<file path="src/hdl/pgs_pkg.sv">
// ----------------------------------------------------------------------------
// Polar Gaussian sampler package
// Field widths, fixed-point constants, the controller state type and the
// request and status bundles of the serial divider.
// ----------------------------------------------------------------------------
package pgs_pkg;

   // Field widths
   localparam int U_W      = 16;
   localparam int MEAN_W   = 24;
   localparam int SCALE_W  = 16;
   localparam int SAMPLE_W = 24;
   localparam int NORM_W   = 16;

   // Fixed-point formats
   localparam int FRAC_BITS  = 12;
   localparam int PROD_SHIFT = 56 - 2 * FRAC_BITS;

   // Uniform full scale and its square
   localparam logic [U_W-1:0] U_MAX    = 16'hFFFF;
   localparam logic [32:0]    U_MAX_SQ = 33'd4294836225;

   // ln(2) in Q0.32
   localparam logic [31:0] LN2_Q32 = 32'd2977044472;

   // Saturation limits
   localparam logic [31:0]        SAT_NORM = 32'd32767;
   localparam logic signed [25:0] OUT_MAX  = 26'sd8388607;
   localparam logic signed [25:0] OUT_MIN  = -26'sd8388608;

   // Serial divider geometry
   localparam int DIV_REM_W = 61;
   localparam int DIV_D_W   = 60;
   localparam int DIV_Q_W   = 33;
   localparam int STEP_W    = 6;
   localparam logic [STEP_W-1:0] V_STEPS = 6'd31;
   localparam logic [STEP_W-1:0] R_STEPS = 6'd33;

   // Iteration counts of the log and square-root loops
   localparam logic [4:0] LOG_STEPS  = 5'd16;
   localparam logic [4:0] ROOT_STEPS = 5'd16;

   // Controller states
   typedef enum logic [16:0] {
      ST_IDLE  = 17'b00000000000000001,
      ST_SQR   = 17'b00000000000000010,
      ST_CHK   = 17'b00000000000000100,
      ST_DIVV  = 17'b00000000000001000,
      ST_VSQ   = 17'b00000000000010000,
      ST_SUM   = 17'b00000000000100000,
      ST_NORM  = 17'b00000000001000000,
      ST_LOG   = 17'b00000000010000000,
      ST_TLN   = 17'b00000000100000000,
      ST_DIVR  = 17'b00000001000000000,
      ST_MULLO = 17'b00000010000000000,
      ST_MULHI = 17'b00000100000000000,
      ST_MADD  = 17'b00001000000000000,
      ST_ROOT  = 17'b00010000000000000,
      ST_SIGN  = 17'b00100000000000000,
      ST_SCALE = 17'b01000000000000000,
      ST_EMIT  = 17'b10000000000000000
   } state_type;

   // Divider request and status
   typedef struct packed {
      logic                 start;
      logic [STEP_W-1:0]    steps;
      logic [DIV_REM_W-1:0] dividend;
      logic [DIV_D_W-1:0]   divisor;
   } div_req_type;

   typedef struct packed {
      logic               done;
      logic [DIV_Q_W-1:0] quotient;
   } div_sts_type;

endpackage

</file>
<file path="src/hdl/pgs_div.sv">
// ----------------------------------------------------------------------------
// Polar Gaussian sampler serial divider
// Restoring division, one quotient bit per cycle. Each step compares the
// partial remainder with the divisor, subtracts when it fits and shifts.
// ----------------------------------------------------------------------------
module pgs_div (
   input  logic                 clock,
   input  logic                 reset,
   input  pgs_pkg::div_req_type div_req,
   output pgs_pkg::div_sts_type div_sts
);
   import pgs_pkg::*;

   logic [DIV_REM_W-1:0] rem_ff, rem_in;
   logic [DIV_D_W-1:0]   d_ff, d_in;
   logic [DIV_Q_W-1:0]   q_ff, q_in;
   logic [STEP_W-1:0]    cnt_ff, cnt_in;
   logic                 busy_ff, busy_in;
   logic                 done_ff, done_in;
   logic                 ge;
   logic [DIV_REM_W-1:0] rsub;

   // One compare and subtract step
   always_comb begin
      ge   = rem_ff >= DIV_REM_W'(d_ff);
      rsub = ge ? rem_ff - DIV_REM_W'(d_ff) : rem_ff;
   end

   // Load, iterate or hold
   always_comb begin
      rem_in  = rem_ff;
      d_in    = d_ff;
      q_in    = q_ff;
      cnt_in  = cnt_ff;
      busy_in = busy_ff;
      done_in = 1'b0;
      if (div_req.start) begin
         rem_in  = div_req.dividend;
         d_in    = div_req.divisor;
         q_in    = '0;
         cnt_in  = div_req.steps;
         busy_in = 1'b1;
      end else if (busy_ff) begin
         rem_in  = {rsub[DIV_REM_W-2:0], 1'b0};
         q_in    = {q_ff[DIV_Q_W-2:0], ge};
         cnt_in  = cnt_ff - 1'b1;
         busy_in = cnt_ff != 6'd1;
         done_in = cnt_ff == 6'd1;
      end
   end

   // Control registers
   always_ff @(posedge clock) begin
      if (reset) begin
         busy_ff <= 1'b0;
         done_ff <= 1'b0;
         cnt_ff  <= '0;
      end else begin
         busy_ff <= busy_in;
         done_ff <= done_in;
         cnt_ff  <= cnt_in;
      end
   end

   // Datapath registers
   always_ff @(posedge clock) begin
      rem_ff <= rem_in;
      d_ff   <= d_in;
      q_ff   <= q_in;
   end

   assign div_sts.done     = done_ff;
   assign div_sts.quotient = q_ff;

endmodule

</file>
<file path="config.mk">
export PLATFORM = sky130hd
export DESIGN_NAME = pgs_div
export DESIGN_NICKNAME = d
export VERILOG_FILES = /design/src/hdl/pgs_pkg.sv /design/src/hdl/pgs_div.sv
export SDC_FILE = /design/constraint.sdc
export NUM_CORES = 1
export LEC_CHECK = 0
export BUFFER_PORTS_ARGS = -buffer_cell sky130_fd_sc_hd__buf_2
export CAP_MARGIN = 20
export CORE_AREA = 2 2 141 143
export CTS_CLUSTER_DIAMETER = 60
export DETAILED_ROUTE_END_ITERATION = 16
export DIE_AREA = 0 0 143 145
export PLACE_DENSITY = 0.74
export SETUP_SLACK_MARGIN = 0.02
export SYNTH_ARGS = -nofsm -noshare
export SYNTH_HDL_FRONTEND = slang
export SYNTH_SLANG_ARGS = --single-unit
</file>
<file path="constraint.sdc">
create_clock -name clock -period 6.6 [get_ports clock]
set_input_delay 0 -clock clock [delete_from_list [all_inputs] [get_ports clock]]
set_output_delay 0 -clock clock [all_outputs]
set_load 0.03 [all_outputs]
</file>
### After elaboration in Yosys (flattened, before gate mapping)

Cells that the tools add are included.

| word-level totals | value |
|---|---|
| register bits after elaboration | 162 |
| input bits | 130 |
| output and inout bits | 34 |
| logic and storage cells | 21 |

| operators by class | value |
|---|---|
| add/sub/neg operators | 2 |
| magnitude comparators | 1 |
| equality and inequality tests | 2 |
| multiplexer cells | 7 |
| bitwise logic cells | 1 |
| reductions and logical operators | 2 |

Operator list:

| kind | number |
|---|---|
| $mux 61 | 2 |
| $ge 61x60->1 | 1 |
| $mux 60 | 1 |
| $sub 60x60->60 | 1 |
| $mux 6 | 2 |
| $eq 6x1->1 const B | 1 |
| $ne 6x1->1 const B | 1 |
| $sub 6x1->6 const B | 1 |
| $reduce_or 3->1 | 1 |
| $mux 1 | 2 |
| $reduce_bool 2->1 | 1 |
| $not 1->1 | 1 |

### Longest topological paths before layout

| logic depth | value |
|---|---|
| depth after elaboration | 4 |
| gate-level depth with buffers | 14 |
| depth with buffers taken out | 13 |

### Worst setup path after synthesis

Ideal clock, no wire load.

| timing path | value |
|---|---|
| path kind | register to register |
| from | register rem_ff[22] |
| to | register rem_ff[54], data pin |
| library setup time | 271 ps |
| arrival | 3028 ps |
| data required time | 6329 ps |
| setup slack | 3301 ps |
| cell stages (with the launch flop) | 11 |
| buffers on the path | 1 |
| clock period less this slack | 3299 ps |
| cell sequence | edfxtp_1 > ha_1 > clkbuf_1 > nand2_1 > or4_1 > or4_1 > o31a_1 > o211ai_1 > nand3_1 > a2111oi_0 > nor4_1 |

| on the way | value |
|---|---|
| word-level cells in the longest chain between the ends | 4 |
| elaborated cells between the ends (all ways) | 5 |
| those cells by class | add/sub: 1; order compare: 1; mux: 3 |

RTL lines:

| item | line | RTL |
|---|---|---|
| from (decl) | pgs_div.sv:14 | `logic [DIV_REM_W-1:0] rem_ff, rem_in;` |
| from (signal assigned) | pgs_div.sv:67 | `rem_ff <= rem_in;` |
| $sub 60x60->60 or $ge 61x60->1 (tied branches) | pgs_div.sv:26, pgs_div.sv:25 |  |
| $mux 60 (*) | pgs_div.sv:26 | `rsub = ge ? rem_ff - DIV_REM_W'(d_ff) : rem_ff;` |
| $mux 61 (*) | pgs_div.sv:43 | `end else if (busy_ff) begin` |
| $mux 61 (*) | pgs_div.sv:37 | `if (div_req.start) begin` |
| named net rem_in[54] | pgs_div.sv:14 |  |

Mark *: on every way through the listed nets, which the timed path passes. The rest lies on a longest branch. The select of a mux whose other input is x is not followed.
A chain may end at the register's enable or synchronous reset.

### Final worst setup path

| timing path | value |
|---|---|
| from | register rem_ff[1] |
| to | register rem_ff[21], data pin |

Same word-level chain as after synthesis.

==> run_results.csv <==
group,metric,value,unit
run_status,outcome,"finished clean",
routing,drt.antenna.violating_nets,0,
clocking,worst_path_clk_slew,80,ps
layout,syn_to_final_growth,28.9,%
layout,layout.area.seq,4460,um2
setup_path,crit_path_start_kind,"flip-flop",
clocking,clk-insertion-delay-late,450,ps
global_route,antenna_found_initial,0,
floorplanning,num_rows,51,
place,globalplace.congestion,0.908,
routing,finalWirelength,29400,um
layout,layout_cells_sized_above_1,15.4,%
global_route,grt_util_all_layers,28.0,%
layout,antenna_cells,0,
clocking,cts-root-buf,"sky130_fd_sc_hd__clkbuf_16",
floorplanning,pin_count,164,
clocking,tritoncts.num_buffers,17,
routing,route.vias.total,9732,
routing,top_layer,"met4",
floorplanning,dieWidth,143,um
clocking,cts_tree,"built",
floorplanning,initial_utilization,54.0,%
place,dp_worst_setup_slack,2220,ps
routing,met1_length,12500,um
synthesis,synth.yosys.seq_area_share,43.0,%
timing,min_period_over_period,62.0,%
min_path,hold_class,"in -> reg",
power,power-per-cell-area,316,nW/um2
setup_path,path_delay_family,"compound AO/OA/AOI/OAI gates",
routing,routedWlPerCell,17.3,um
synthesis,postSynthRegisterBits,162,
layout,leading_cell_type_in_the_layout_fill_and_taps_excluded,"sky130_fd_sc_hd__buf_2",
routing,viasPerCell,5.71,
setup_path,worst-setup-path-type,"reg -> reg",
clocking,htree_num_levels,4,
setup_path,critPathSlowestCell,"sky130_fd_sc_hd__o31ai_1",
place,detailed_place_hpwl,18800,um
synthesis,syn-cell-area,10400,um2
flow_run,reported_max_cap_violation_count,0,
layout,multi_input_comb_area,5310,um2
place,port_buffers,163,
layout,num-fill-cells,1478,
setup_path,crit_path_end_kind,"flip-flop",
routing,drt_drc_violations_left,0,
routing,routed-wl-met2,14400,um
setup_path,critical_path_required,6880,ps
synthesis,postSynthAreaPerCell,8.95,um2
timing,setup-violations-final,0,
synthesis,synthDistinctLibCells,67,
timing,tns,0,ps
global_route,via_count_of_the_first_global_routing_pass,9529,
timing,final_max_slew_viol_count,0,
synthesis,count_of_flip_flops_with_a_built_in_enable_after_synthesis,121,
setup_path,critical_path.n_buffers_inverters,2,
synthesis,postSynth.asyncResetShare,0,%
timing,final_critical_path_setup_slack,2510,ps
layout,layout.cells.most_common_list,"162 x sky130_fd_sc_hd__buf_2, 140 x sky130_fd_sc_hd__nor2_1, 137 x sky130_fd_sc_hd__nand2_1",
power,cellLeakagePower,0.00580,uW
timing,finalHoldViolCount,0,
setup_path,worst-endpoint-arrival,4370,ps
timing,tightestPinTransition,785,ps
power,ir_worst_vdd,214,uV
timing,finalCriticalPeriod,4090,ps
routing,drt_first_pass_iters,6,
clocking,postCtsSetupBuffers,0,
setup_path,cp_cell_sequence,"ha_1 -> nor2b_1 -> o31ai_1 -> a21oi_1 -> nor3_1 -> o31a_1 -> o22ai_4 -> nor2_4 -> buf_16 -> buf_4 -> a2111oi_0 -> nor4_1",
synthesis,netlist_instances,1158,
global_route,grt_max_degree,102,
layout,final_util,69.6,%
timing,worst_slew_margin_relative_to_its_limit,47.6,%
routing,detailroute.wirelength.met3,1630,um
global_route,globalRouteOverflowTotal,0,
timing,maxClockFrequency,244,MHz
synthesis,yosysWarnings,0,
synthesis,synthFlopType,"sky130_fd_sc_hd__edfxtp_1",
routing,drc_violation_total_after_the_first_tritonroute_iteration,736,
floorplanning,die_y,145,um
clocking,cts.sink_count,162,
timing,rsz_0062_raised_after_global_routing,"no",
timing,worst_clock_skew,16.2,ps
global_route,grt_first_pass_wirelength,46500,um
setup_path,crit_path_max_incr_delay,520,ps
floorplanning,core_region_area,19200,um2
clocking,clock_tree.buffer_depth,2,
layout,nets,1618,
setup_path,critical_path.max_fanout,27,
synthesis,syn_nets,1351,
floorplanning,fp.dieArea,20700,um2
==> through the flow <==
stage / area [um2] / std cells / power, uW / hold WS [ps]
finish: 13400 / 1703 / 4220 / 58.3
global route: 13400 / 1703 / 4460 / 62.5
CTS: 13300 / 1699 / 4160 / 27.9
detailed placement: 11300 / 1535 / 3020 / 178
global placement: 11300 / 1535 / 3000 / 176
floorplan: 10400 / 1158 / 2630 / 98.9
==> routing by layer <==
| layer | up-vias | global-route usage (%) |
|---|---|---|
| met5 | - | 0 |
| met4 | 0 | 10.3 |
| met3 | 64 | 4.42 |
| met2 | 360 | 47.2 |
| met1 | 4598 | 36.3 |
| li1 | 4710 | - |
==> worst register-to-register path, stage by stage, from the launching register on <==
cell	delay (ps)
sky130_fd_sc_hd__edfxtp_1	450
sky130_fd_sc_hd__ha_1	340
sky130_fd_sc_hd__nor2b_1	140
sky130_fd_sc_hd__o31ai_1	520
sky130_fd_sc_hd__a21oi_1	180
sky130_fd_sc_hd__nor3_1	380
sky130_fd_sc_hd__o31a_1	390
sky130_fd_sc_hd__o22ai_4	190
sky130_fd_sc_hd__nor2_4	450
sky130_fd_sc_hd__buf_16	250
sky130_fd_sc_hd__buf_4	260
sky130_fd_sc_hd__a2111oi_0	110
sky130_fd_sc_hd__nor4_1	270
==> kinds of logic (layout without fill, tap and decap cells) <==
logic type	count (synthesis)	in the layout	synth area share [%]
AO/OA/AOI/OAI	309	309	19.4
flip-flops	162	162	43.0
buffers and inverters	148	428	5.84
AND/OR/NAND/NOR	399	399	17.1
adder cells (fa/ha/maj)	63	63	7.67
XOR/XNOR	40	40	3.38
multiplexers	37	37	3.58
==> report_power, final <==
group          internal (uW)  switching (uW)
sequential              1270            80.2
combinational            725            1070
clock                    531             541
==> flip-flops by register name, indices dropped and copies added (netlist names) <==
name / cells
busy_ff: 1
cnt_ff: 6
d_ff: 60
done_ff: 1
q_ff: 33
rem_ff: 61
==> final timing paths <==
| path | startpoint | to | slack [ps] | depth (start not counted) |
|---|---|---|---|---|
| max reg2reg | rem_ff[1] | rem_ff[21] | 2510 | 12 |
| min | div_req[118] | rem_ff[58] | 60 | 3 |
| max | rem_ff[1] | rem_ff[21] | 2510 | 12 |
| min reg2reg | q_ff[13] | q_ff[13] | 520 | 2 |
==> cell type report <==
type	instances	area share, %
repair buffers	304	17.0
multi-input cells	848	39.8
clock inverters	15	1.66
well taps	265	2.48
clock buffers	17	3.18
flip-flops and latches	162	33.3
inverters	92	2.58
==> synthesized netlist by cell type, types with 4 or more instances <==
cell type	count	area (um2)
sky130_fd_sc_hd__buf_1	5	18.8
sky130_fd_sc_hd__and2_1	6	37.5
sky130_fd_sc_hd__o21bai_1	12	90.1
sky130_fd_sc_hd__clkbuf_1	34	128
sky130_fd_sc_hd__a31oi_1	39	244
sky130_fd_sc_hd__a211oi_1	6	45.0
sky130_fd_sc_hd__a21boi_0	4	30.0
sky130_fd_sc_hd__edfxtp_1	121	3630
sky130_fd_sc_hd__a21oi_1	94	470
sky130_fd_sc_hd__o21ai_0	49	245
sky130_fd_sc_hd__nand4_1	24	150
sky130_fd_sc_hd__and4_1	4	35.0
sky130_fd_sc_hd__nor2_1	140	526
sky130_fd_sc_hd__nor4_1	7	43.8
sky130_fd_sc_hd__or3_1	13	81.3
sky130_fd_sc_hd__inv_1	91	342
sky130_fd_sc_hd__or4_1	6	45.0
sky130_fd_sc_hd__nor2b_1	5	31.3
sky130_fd_sc_hd__or2_2	4	25.0
sky130_fd_sc_hd__buf_2	9	45.0
sky130_fd_sc_hd__nand2_1	137	514
sky130_fd_sc_hd__nand3_1	23	115
sky130_fd_sc_hd__dfxtp_1	41	821
sky130_fd_sc_hd__a2111oi_0	6	52.6
sky130_fd_sc_hd__xnor2_1	23	201
sky130_fd_sc_hd__and3_1	4	25.0
sky130_fd_sc_hd__mux2i_1	36	360
sky130_fd_sc_hd__a2bb2oi_1	9	78.8
sky130_fd_sc_hd__xor2_1	17	149
sky130_fd_sc_hd__a21o_1	25	188
sky130_fd_sc_hd__o31ai_1	7	52.6
sky130_fd_sc_hd__ha_1	62	776
sky130_fd_sc_hd__nor3_1	18	90.1
sky130_fd_sc_hd__buf_4	4	30.0
sky130_fd_sc_hd__o2bb2ai_1	4	35.0
sky130_fd_sc_hd__o21a_1	15	113
sky130_fd_sc_hd__o211ai_1	6	45.0
==> what timing repair did <==
action	in CTS	in global routing
hold endpoints to repair	127	0
resized for setup	0	0
hold buffers	132	0
No activity file was read; power rests on OpenSTA's default activity.
